<file path="src/hdl/tbdr_pkg.sv">
// ----------------------------------------------------------------------------
// tbdr_pkg: shared types and constants
// Event codes, configuration register indexes, reset values and the status
// record passed from each button debouncer to the request logic.
// ----------------------------------------------------------------------------
package tbdr_pkg;

	typedef enum logic [1:0] {
		FUNC_POLL   = 2'd0,
		FUNC_ARM    = 2'd1,
		FUNC_DISARM = 2'd2,
		FUNC_ACK    = 2'd3
	} func_t;

	localparam logic [1:0] CFG_SETTLE_READS   = 2'd0;
	localparam logic [1:0] CFG_HOLD_TICKS     = 2'd1;
	localparam logic [1:0] CFG_COOLDOWN_TICKS = 2'd2;

	localparam int unsigned CFG_DATA_W = 16;
	localparam int unsigned RUN_W      = 8;
	localparam int unsigned TICK_W     = 16;

	localparam logic [RUN_W-1:0]  RUN_MAX             = 8'd255;
	localparam logic [RUN_W-1:0]  SETTLE_READS_RST    = 8'd3;
	localparam logic [TICK_W-1:0] HOLD_TICKS_RST      = 16'd200;
	localparam logic [TICK_W-1:0] COOLDOWN_TICKS_RST  = 16'd500;

	// Level 1 on a button pin means released.
	localparam logic LEVEL_RELEASED = 1'b1;

	typedef struct packed {
		logic stable_nx;   // stable level after this reading
		logic changed;     // stable level changes with this reading
	} deb_status_t;

endpackage

</file>
<file path="src/hdl/tbdr_debounce.sv">
// ----------------------------------------------------------------------------
// tbdr_debounce: counter debouncer for one button
// Counts identical consecutive readings; the stable level follows the raw
// level once the run reaches the configured count.
// ----------------------------------------------------------------------------
module tbdr_debounce (
	input  logic                          clk,
	input  logic                          arst_n,
	input  logic                          en,
	input  logic                          rd,
	input  logic [tbdr_pkg::RUN_W-1:0]    settle_reads,
	output tbdr_pkg::deb_status_t         status
);

	logic                       stable_q;
	logic                       last_q;
	logic [tbdr_pkg::RUN_W-1:0] run_q;
	logic [tbdr_pkg::RUN_W-1:0] run_nx;

	// Without a reading this cycle the stable level is reported as it is.
	always_comb begin
		if (rd == last_q) begin
			run_nx = (run_q == tbdr_pkg::RUN_MAX) ? run_q : run_q + 1'b1;
		end else begin
			run_nx = {{(tbdr_pkg::RUN_W-1){1'b0}}, 1'b1};
		end
		status.changed   = en && (run_nx >= settle_reads) && (rd != stable_q);
		status.stable_nx = status.changed ? rd : stable_q;
	end

	always_ff @(posedge clk or negedge arst_n) begin
		if (!arst_n) begin
			stable_q <= tbdr_pkg::LEVEL_RELEASED;
			last_q   <= tbdr_pkg::LEVEL_RELEASED;
			run_q    <= '0;
		end else if (en) begin
			stable_q <= status.stable_nx;
			last_q   <= rd;
			run_q    <= run_nx;
		end
	end

endmodule

</file>
<file path="src/hdl/two_button_debounce_request_logic.sv">
// ----------------------------------------------------------------------------
// two_button_debounce_request_logic: two-button debounce and request flags
// Debounces two active-low buttons per poll tick and raises upload, cancel
// and format requests; arm, disarm and acknowledge events manage the flags.
// ----------------------------------------------------------------------------
// Path: an accepted item beat is held in the input register, then its result
// beat in the result register, where back-pressure can hold it.
// Throughput: one item per cycle while result_ready is high; the state update between
// the two registers is the only loop, so back-to-back items wait only on a stall.
// Reset: arst_n clears the pipeline valids, the debouncers, counters, mode and
// flags at once, and loads the configuration registers with 3, 200 and 500.
// ----------------------------------------------------------------------------
module two_button_debounce_request_logic (
	input  logic                              clk,
	input  logic                              arst_n,
	// configuration write port
	input  logic                              cfg_we,
	input  logic [1:0]                        cfg_index,
	input  logic [tbdr_pkg::CFG_DATA_W-1:0]   cfg_data,
	// item channel
	input  logic                              item_valid,
	output logic                              item_ready,
	input  logic [1:0]                        func,
	input  logic                              level_a,
	input  logic                              level_b,
	input  logic                              ack_upload,
	input  logic                              ack_cancel,
	input  logic                              ack_format,
	// result channel
	output logic                              result_valid,
	input  logic                              result_ready,
	output logic                              a_pressed,
	output logic                              b_pressed,
	output logic                              upload_pending,
	output logic                              cancel_pending,
	output logic                              format_pending,
	output logic                              armed_now
);

	// ------------------------------------------------------------------
	// Configuration registers. Writes must land only while the block is idle, so
	// they need no interlock with the pipeline; the block does not enforce this.
	// ------------------------------------------------------------------
	logic [tbdr_pkg::RUN_W-1:0]  settle_reads_q;
	logic [tbdr_pkg::TICK_W-1:0] hold_ticks_q;
	logic [tbdr_pkg::TICK_W-1:0] cooldown_ticks_q;

	always_ff @(posedge clk or negedge arst_n) begin
		if (!arst_n) begin
			settle_reads_q   <= tbdr_pkg::SETTLE_READS_RST;
			hold_ticks_q     <= tbdr_pkg::HOLD_TICKS_RST;
			cooldown_ticks_q <= tbdr_pkg::COOLDOWN_TICKS_RST;
		end else if (cfg_we) begin
			unique case (cfg_index)
				tbdr_pkg::CFG_SETTLE_READS: begin
					settle_reads_q <= cfg_data[tbdr_pkg::RUN_W-1:0];
				end
				tbdr_pkg::CFG_HOLD_TICKS: begin
					hold_ticks_q <= cfg_data;
				end
				tbdr_pkg::CFG_COOLDOWN_TICKS: begin
					cooldown_ticks_q <= cfg_data;
				end
				default: begin
					// Writes to an unused index are dropped.
				end
			endcase
		end
	end

	// ------------------------------------------------------------------
	// Pipeline control. Stage 1 is the input register, stage 2 the result
	// register. The item in stage 1 is processed and committed to the
	// state in the cycle it moves into stage 2, so each item sees the state
	// left by the one before it. Stage 1 accepts a new beat whenever it is
	// empty or is moving on in the same cycle; while a finished result waits in
	// stage 2, stage 1 can still take a beat only if it is empty.
	// ------------------------------------------------------------------
	logic valid_s1;
	logic valid_s2;
	logic advance;

	assign advance    = valid_s1 && (!valid_s2 || result_ready);
	assign item_ready = !valid_s1 || advance;

	always_ff @(posedge clk or negedge arst_n) begin
		if (!arst_n) begin
			valid_s1 <= 1'b0;
			valid_s2 <= 1'b0;
		end else begin
			if (item_ready) begin
				valid_s1 <= item_valid;
			end
			if (advance) begin
				valid_s2 <= 1'b1;
			end else if (result_ready) begin
				valid_s2 <= 1'b0;
			end
		end
	end

	// Input register payload.
	tbdr_pkg::func_t func_s1;
	logic            level_a_s1;
	logic            level_b_s1;
	logic            ack_upload_s1;
	logic            ack_cancel_s1;
	logic            ack_format_s1;

	always_ff @(posedge clk) begin
		if (item_valid && item_ready) begin
			func_s1       <= tbdr_pkg::func_t'(func);
			level_a_s1    <= level_a;
			level_b_s1    <= level_b;
			ack_upload_s1 <= ack_upload;
			ack_cancel_s1 <= ack_cancel;
			ack_format_s1 <= ack_format;
		end
	end

	// ------------------------------------------------------------------
	// Debouncers. They only step on poll ticks; other events leave them
	// untouched and see their stable levels unchanged.
	// ------------------------------------------------------------------
	logic                  poll;
	tbdr_pkg::deb_status_t deb_a;
	tbdr_pkg::deb_status_t deb_b;

	assign poll = advance && (func_s1 == tbdr_pkg::FUNC_POLL);

	tbdr_debounce u_deb_a (
		.clk          (clk),
		.arst_n       (arst_n),
		.en           (poll),
		.rd           (level_a_s1),
		.settle_reads (settle_reads_q),
		.status       (deb_a)
	);

	tbdr_debounce u_deb_b (
		.clk          (clk),
		.arst_n       (arst_n),
		.en           (poll),
		.rd           (level_b_s1),
		.settle_reads (settle_reads_q),
		.status       (deb_b)
	);

	// ------------------------------------------------------------------
	// Request state and its next value.
	// ------------------------------------------------------------------
	logic [tbdr_pkg::TICK_W-1:0] hold_count_q;
	logic [tbdr_pkg::TICK_W-1:0] cooldown_left_q;
	logic                        armed_q;
	logic                        upload_q;
	logic                        cancel_q;
	logic                        format_q;

	logic [tbdr_pkg::TICK_W-1:0] hold_count_nx;
	logic [tbdr_pkg::TICK_W-1:0] hold_inc;
	logic [tbdr_pkg::TICK_W-1:0] cooldown_left_nx;
	logic                        armed_nx;
	logic                        upload_nx;
	logic                        cancel_nx;
	logic                        format_nx;

	assign hold_inc = hold_count_q + 1'b1;

	always_comb begin
		hold_count_nx    = hold_count_q;
		cooldown_left_nx = cooldown_left_q;
		armed_nx         = armed_q;
		upload_nx        = upload_q;
		cancel_nx        = cancel_q;
		format_nx        = format_q;

		unique case (func_s1)
			tbdr_pkg::FUNC_POLL: begin
				// The cooldown is decremented first; a release counts only
				// once the decremented value has reached zero.
				if (cooldown_left_q != '0) begin
					cooldown_left_nx = cooldown_left_q - 1'b1;
				end

				// A debounced release of button A raises cancel when armed,
				// otherwise upload.
				if (deb_a.changed && (deb_a.stable_nx == tbdr_pkg::LEVEL_RELEASED)
					&& (cooldown_left_nx == '0)) begin
					if (armed_q) begin
						cancel_nx = 1'b1;
					end else begin
						upload_nx = 1'b1;
					end
				end

				// Button B held for the configured number of ticks raises
				// format and restarts the count. A lowered threshold fires as
				// soon as the count reaches or passes it.
				if (deb_b.stable_nx != tbdr_pkg::LEVEL_RELEASED) begin
					if (hold_inc >= hold_ticks_q) begin
						format_nx     = 1'b1;
						hold_count_nx = '0;
					end else begin
						hold_count_nx = hold_inc;
					end
				end else begin
					hold_count_nx = '0;
				end
			end
			tbdr_pkg::FUNC_ARM: begin
				armed_nx  = 1'b1;
				cancel_nx = 1'b0;
			end
			tbdr_pkg::FUNC_DISARM: begin
				armed_nx         = 1'b0;
				cancel_nx        = 1'b0;
				upload_nx        = 1'b0;
				cooldown_left_nx = cooldown_ticks_q;
			end
			tbdr_pkg::FUNC_ACK: begin
				if (ack_upload_s1) begin
					upload_nx = 1'b0;
				end
				if (ack_cancel_s1) begin
					cancel_nx = 1'b0;
				end
				if (ack_format_s1) begin
					format_nx = 1'b0;
				end
			end
			default: begin
			end
		endcase
	end

	always_ff @(posedge clk or negedge arst_n) begin
		if (!arst_n) begin
			hold_count_q    <= '0;
			cooldown_left_q <= '0;
			armed_q         <= 1'b0;
			upload_q        <= 1'b0;
			cancel_q        <= 1'b0;
			format_q        <= 1'b0;
		end else if (advance) begin
			hold_count_q    <= hold_count_nx;
			cooldown_left_q <= cooldown_left_nx;
			armed_q         <= armed_nx;
			upload_q        <= upload_nx;
			cancel_q        <= cancel_nx;
			format_q        <= format_nx;
		end
	end

	// ------------------------------------------------------------------
	// Result register. The debounced levels are inverted so that 1 means
	// pressed on the result beat.
	// ------------------------------------------------------------------
	logic a_pressed_s2;
	logic b_pressed_s2;
	logic upload_s2;
	logic cancel_s2;
	logic format_s2;
	logic armed_s2;

	always_ff @(posedge clk) begin
		if (advance) begin
			a_pressed_s2 <= ~deb_a.stable_nx;
			b_pressed_s2 <= ~deb_b.stable_nx;
			upload_s2    <= upload_nx;
			cancel_s2    <= cancel_nx;
			format_s2    <= format_nx;
			armed_s2     <= armed_nx;
		end
	end

	assign result_valid   = valid_s2;
	assign a_pressed      = a_pressed_s2;
	assign b_pressed      = b_pressed_s2;
	assign upload_pending = upload_s2;
	assign cancel_pending = cancel_s2;
	assign format_pending = format_s2;
	assign armed_now      = armed_s2;

endmodule

</file>
<file path="config.mk">
export PLATFORM = sky130hd
export DESIGN_NAME = two_button_debounce_request_logic
export DESIGN_NICKNAME = d
export VERILOG_FILES = /design/src/hdl/tbdr_pkg.sv /design/src/hdl/tbdr_debounce.sv /design/src/hdl/two_button_debounce_request_logic.sv
export SDC_FILE = /design/constraint.sdc
export NUM_CORES = 1
export LEC_CHECK = 0
export ABC_AREA = 1
export ABC_CLOCK_PERIOD_IN_PS = 9200
export BUFFER_PORTS_ARGS = -buffer_cell sky130_fd_sc_hd__buf_2
export CAP_MARGIN = 5
export CORE_AREA = 10 10 112 155
export CTS_CLUSTER_DIAMETER = 150
export DETAILED_ROUTE_END_ITERATION = 12
export DIE_AREA = 0 0 122 165
export GPL_ROUTABILITY_DRIVEN = 0
export PLACE_DENSITY_LB_ADDON = 0.05
export REMOVE_ABC_BUFFERS = 1
export SYNTH_ARGS = -nofsm -noshare
export SYNTH_HDL_FRONTEND = slang
export SYNTH_SLANG_ARGS = --single-unit
</file>
<file path="constraint.sdc">
create_clock -name clk -period 9.2 [get_ports clk]
set_clock_uncertainty 0.1 [all_clocks]
set_input_delay 2.76 -clock clk [delete_from_list [all_inputs] [get_ports clk]]
set_output_delay 2.76 -clock clk [all_outputs]
set_load 0.02 [all_outputs]
</file>
# Yosys cells after proc, flatten, opt, wreduce, memory -nomap -nowiden
# Cells that the tools add are included.
[word_totals] register_bits=111 output_inout_bits=8 mem_bits_rw=0 romBits=0 latch_bits=0 mem_count=0
[op_classes] n_mux=26 n_div=0 n_lt_le_gt_ge=3 bitwise=2 multipliers=0 n_reduce_logical=25 add_sub_neg=4 n_eq_ne=11 shift=0
[ops] op="$mux W16" n=4
[ops] op="$mux W8" n=4
[ops] op="$pmux W16 S2" n=1
[ops] op="$add A16 B1 Y16 const B" n=1
[ops] op="$add A8 B1 Y8 const B" n=2
[ops] op="$eq A8 B8 Y1 const B" n=2
[ops] op="$ge A16 B16 Y1" n=1
[ops] op="$ge A8 B8 Y1" n=2
[ops] op="$logic_not A16 Y1" n=1
[ops] op="$reduce_bool A16 Y1" n=1
[ops] op="$sub A16 B1 Y16 const B" n=1
[ops] op="$mux W1" n=13
[ops] op="$reduce_and A2 Y1" n=5
[ops] op="$logic_and A1 B1 Y1" n=9
[ops] op="$eq A2 B2 Y1 const B" n=3
[ops] op="$pmux W1 S3" n=2
[ops] op="$eq A2 B1 Y1 const B" n=2
[ops] op="$logic_not A2 Y1" n=2
[ops] op="$pmux W1 S2" n=2
[ops] op="$reduce_bool A2 Y1" n=2
[ops] op="$eq A1 B1 Y1" n=2
[ops] op="$logic_not A1 Y1" n=2
[ops] op="$logic_or A1 B1 Y1" n=2
[ops] op="$ne A1 B1 Y1" n=2
[ops] op="other kinds (2)" n=3

# Longest topological paths before layout
[logic_depth] depth_word=11 ltp_mapped=23 depth_no_buf=23

# Hierarchy
# Synthesis repeated with hierarchy kept, for this count alone.
[hier_totals] cells_unflattened=852 hier_area_um2=6720.2
[by_module_without_submodules] module="two_button_debounce_request_logic" cells_each=590 area_each_um2=4906.0 instances=1 seq_area_each_um2=2356.0
[by_module_without_submodules] module="tbdr_debounce" cells_each=131 area_each_um2=907.1 instances=2 seq_area_each_um2=252.7

# Worst setup path before layout
# Ideal clock, no wire load.
[synth_path] path_type="input port to output port" from="input result_ready" to="output item_ready" slack_ps=3327 path_stages=2 arrival_time_ps=3013 required_ps=6340 path_cell_list="inv_1 > nand3_1"
[synth_between] elab_chain_len=3
[synth_lines] element="start, declared" line_no="two_button_debounce_request_logic.sv:31" rtl="input logic result_ready,"
[synth_lines] element="$logic_or A1 B1 Y1" line_no="two_button_debounce_request_logic.sv:83" rtl="assign advance = valid_s1 && (!valid_s2 || result_ready);"
[synth_lines] element="$logic_and A1 B1 Y1" line_no="two_button_debounce_request_logic.sv:83"
[synth_lines] element="$logic_or A1 B1 Y1" line_no="two_button_debounce_request_logic.sv:84" rtl="assign item_ready = !valid_s1 || advance;"
[synth_lines] element="end, declared" line_no="two_button_debounce_request_logic.sv:22" rtl="output logic item_ready,"
# No other way between the ends.

# Worst setup path in the final report
# Same ends and word-level chain as after synthesis.

==> metrics.md <==
| Metric | Value |
|---|---|
| Synth Area in Simple Gates | 21.5% |
| Total gr overflow | 0 |
| Die height | 165 um |
| Vias per std cell | 5.11 |
| Setup WS pre-CTS | 3.14 ns |
| Post-route core utilization | 49.0% |
| Core area | 14400 um2 |
| Synth Area in Adders | 8.02% |
| Worst reg2reg startpoint | hold_count_q[0] |
| Area Overhead vs Synth | 10.3% |
| Largest family of logic cells by synthesized area | simple AND/OR/NAND/NOR gates |
| Final WL | 15000 um |
| Met1 Resource Use GR | 20.1% |
| M2 GR Usage | 25.8% |
| Power, Total | 1.74 mW |
| Status | finished clean |
| Setup bufs post-CTS | 0 |
| FMAX | 0.165 GHz |
| Largest net degree at the start of global routing | 70 |
| DRT antenna net count | 0 |
| Sequential-to-total area share from yosys stat | 44.8% |
| CTS tree | done |
| Critical path peak fanout | 3 |
| Hold_ws | 0.371 ns |
| DRT iter0 DRCs | 398 |
| Leak Pwr | 3.56 nW |
| Clk_lat worst skew | 0.36 ns |
| Num rows | 52 |
| CP Launch Type | primary input |
| Relative slew slack | 32.4% |
| Clock tree buffer depth | 2 |
| Count of final setup violators | 0 |
| Worst setup margin | 3.14 ns |
| Vias in the first global route | 5175 |
| # resized after CTS | 0 |
| Final min period | 6.06 ns |
| # diodes | 0 |
| Max VDD drop | 0.000113 V |
| Via count | 5265 |
| NumNets Final | 908 |
| Clock Pin Slew Worst Setup and Hold Paths | 0.07 ns |
| Synth Instances | 806 |
| Final setup TNS | 0 ns |
| Most Crowded Layer GR | met2 |
| Die area | 20100 um2 |
| Count of cell types in the netlist | 36 |
| Initial antenna violation count | 0 |
| Pins Over Slew Limit | 0 |
| Die W | 122 um |
| Hold Fails Final Rpt | 0 |
| HPWL after DPL | 11300 um |
| Hold buffer count at cts | 0 |
| Power Density | 246 nW/um2 |
| Worst Tran Pin Value | 1.01 ns |
| # port buffers | 37 |
| Arrival time at the worst endpoint | 3.20 ns |
| Yosys Warn Count | 0 |
| Final period util | 65.8% |
| Reg2Reg Depth | 19 |
| Synthesized area | 6390 um2 |
| Root buf cell | clkbuf_16 |
| Hold Path End | u_deb_a.last_q |
| CTS H-tree depth | 3 |
| WS Path Type | in -> out |
| Inserted Clock Buffers | 9 |
| Share of layout cells above drive strength 1 | 10.5% |
| Overall Global Routing Usage | 15.7% |
| Mux cell area share after synthesis | 0.313% |
| Post-synthesis compound-gate area fraction | 13.9% |
| Worst hold path startpoint | u_deb_a.last_q |
| CTS Sinks | 111 |
| Reg-to-reg endpoint | hold_count_q[14] |
| IO Pins | 38 |
| Flops & latches, synth | 111 |
| Crit path required time | 6.34 ns |
| Syn avg cell area | 7.93 um2 |
| Crit. End Element | primary output |
| FF-to-FF setup slack | 5.43 ns |
| First-pass GRT wire length | 25500 um |
| Max_cap viols | 0 |
| Xor/xnor share of the synthesized area | 2.47% |
| Worst hold stages | 2 |
| Routed len/inst | 14.6 um |
| Worst hold path class | reg -> reg |
| TritonRoute pass-1 iters | 5 |
| RSZ-0062 raised after global routing | false |
| Initial Util | 44.5% |
| Residual DRC | 0 |
| Grt met3 use | 2.49% |
[how the worst max path moves through the flow]
| stage | endpoint | from | slack [ns] | cells past startpoint |
|---|---|---|---|---|
| 5_1_grt | item_ready | result_ready | 3.12 | 4 |
| 4_1_cts | item_ready | result_ready | 3.14 | 4 |
| 3_5_place_dp | item_ready | result_ready | 3.14 | 4 |
| 3_3_place_gp | item_ready | result_ready | 3.15 | 4 |
| 2_1_floorplan | item_ready | result_ready | 3.33 | 2 |
| 6_report | item_ready | result_ready | 3.14 | 4 |
[through the flow]
stage | cells | cell area [um2]
after global placement | 1015 | 6750
after floorplan | 787 | 6310
final | 1031 | 7050
after global routing | 1031 | 7050
after CTS | 1031 | 7050
after detailed placement | 1015 | 6750
[cells in the final DEF (no fill, tap or decap), drive strengths merged]
| cell | instances |
|---|---|
| dfstp | 15 |
| o21a | 1 |
| bufinv | 1 |
| clkinvlp | 1 |
| clkinv | 5 |
| xor2 | 18 |
| and2 | 1 |
| nor3b | 1 |
| nand3 | 42 |
| o211ai | 4 |
| a211oi | 1 |
| edfxtp | 13 |
| nor3 | 15 |
| a21boi | 1 |
| o31ai | 2 |
| a31oi | 4 |
| clkbuf | 10 |
| nor2 | 55 |
| nand4 | 14 |
| nand2 | 188 |
| dfrtp | 83 |
| a21oi | 31 |
| inv | 132 |
| buf | 39 |
| o22ai | 19 |
| ha | 41 |
| o21ai | 103 |
| mux2i | 2 |
[cells in the mapped netlist, drive strengths merged]
cell type	count	area, um2
a211oi	1	7.51
a21boi	1	7.51
a21oi	31	155
a31oi	4	25.0
and2	1	6.26
buf	2	16.3
clkbuf	17	63.8
clkinv	3	11.3
dfrtp	83	2080
dfstp	15	394
edfxtp	13	390
ha	41	513
inv	130	488
mux2i	2	20.0
nand2	188	723
nand3	42	220
nand4	14	87.6
nor2	55	251
nor3	15	80.1
nor3b	1	7.51
o211ai	4	30.0
o21a	1	7.51
o21ai	103	519
o22ai	19	119
o31ai	2	15.0
xor2	18	158
[critical path: stages]
cell,delay [ns]
buf_2,0.09
inv_1,0.06
nand3_1,0.10
buf_2,0.18
[registers in the layout, summed over array words and instances, names as in the netlist, 2 cells and up]
register          flops
cooldown_left_q      16
cooldown_ticks_q     16
func_s1               2
hold_count_q         16
hold_ticks_q         16
settle_reads_q        8
u_deb_a.run_q         8
u_deb_b.run_q         8
[layout make-up]
cell class | count | area (um2)
fillers | 1390 | 7330
multi-input cells | 543 | 2950
flip-flops and latches | 111 | 2860
inverters | 133 | 499
well taps | 189 | 236
clock buffers | 10 | 229
repair buffers | 39 | 203
clock inverters | 6 | 67.6
[kinds of logic after synthesis]
kind of cell,Yosys count
AND/OR/NAND/NOR,316
AO/OA/AOI/OAI,166
buffers and inverters,152
flip-flops,111
adder cells (fa/ha/maj),41
XOR/XNOR,18
multiplexers,2
[report_power, final]
group	switching [mW]	leakage (nW)	internal [mW]
logic	0.406	2.06	0.219
registers	0.0910	1.36	0.622
clock network	0.186	0.141	0.213
[routing by layer]
layer  up-vias  share of wire [%]
met5         -                  0
met4         0                2.5
met3        21                4.1
met2       108                 48
met1      2439                 45
li1       2697                  -
Note: power is estimated with default switching activity, not from simulation.
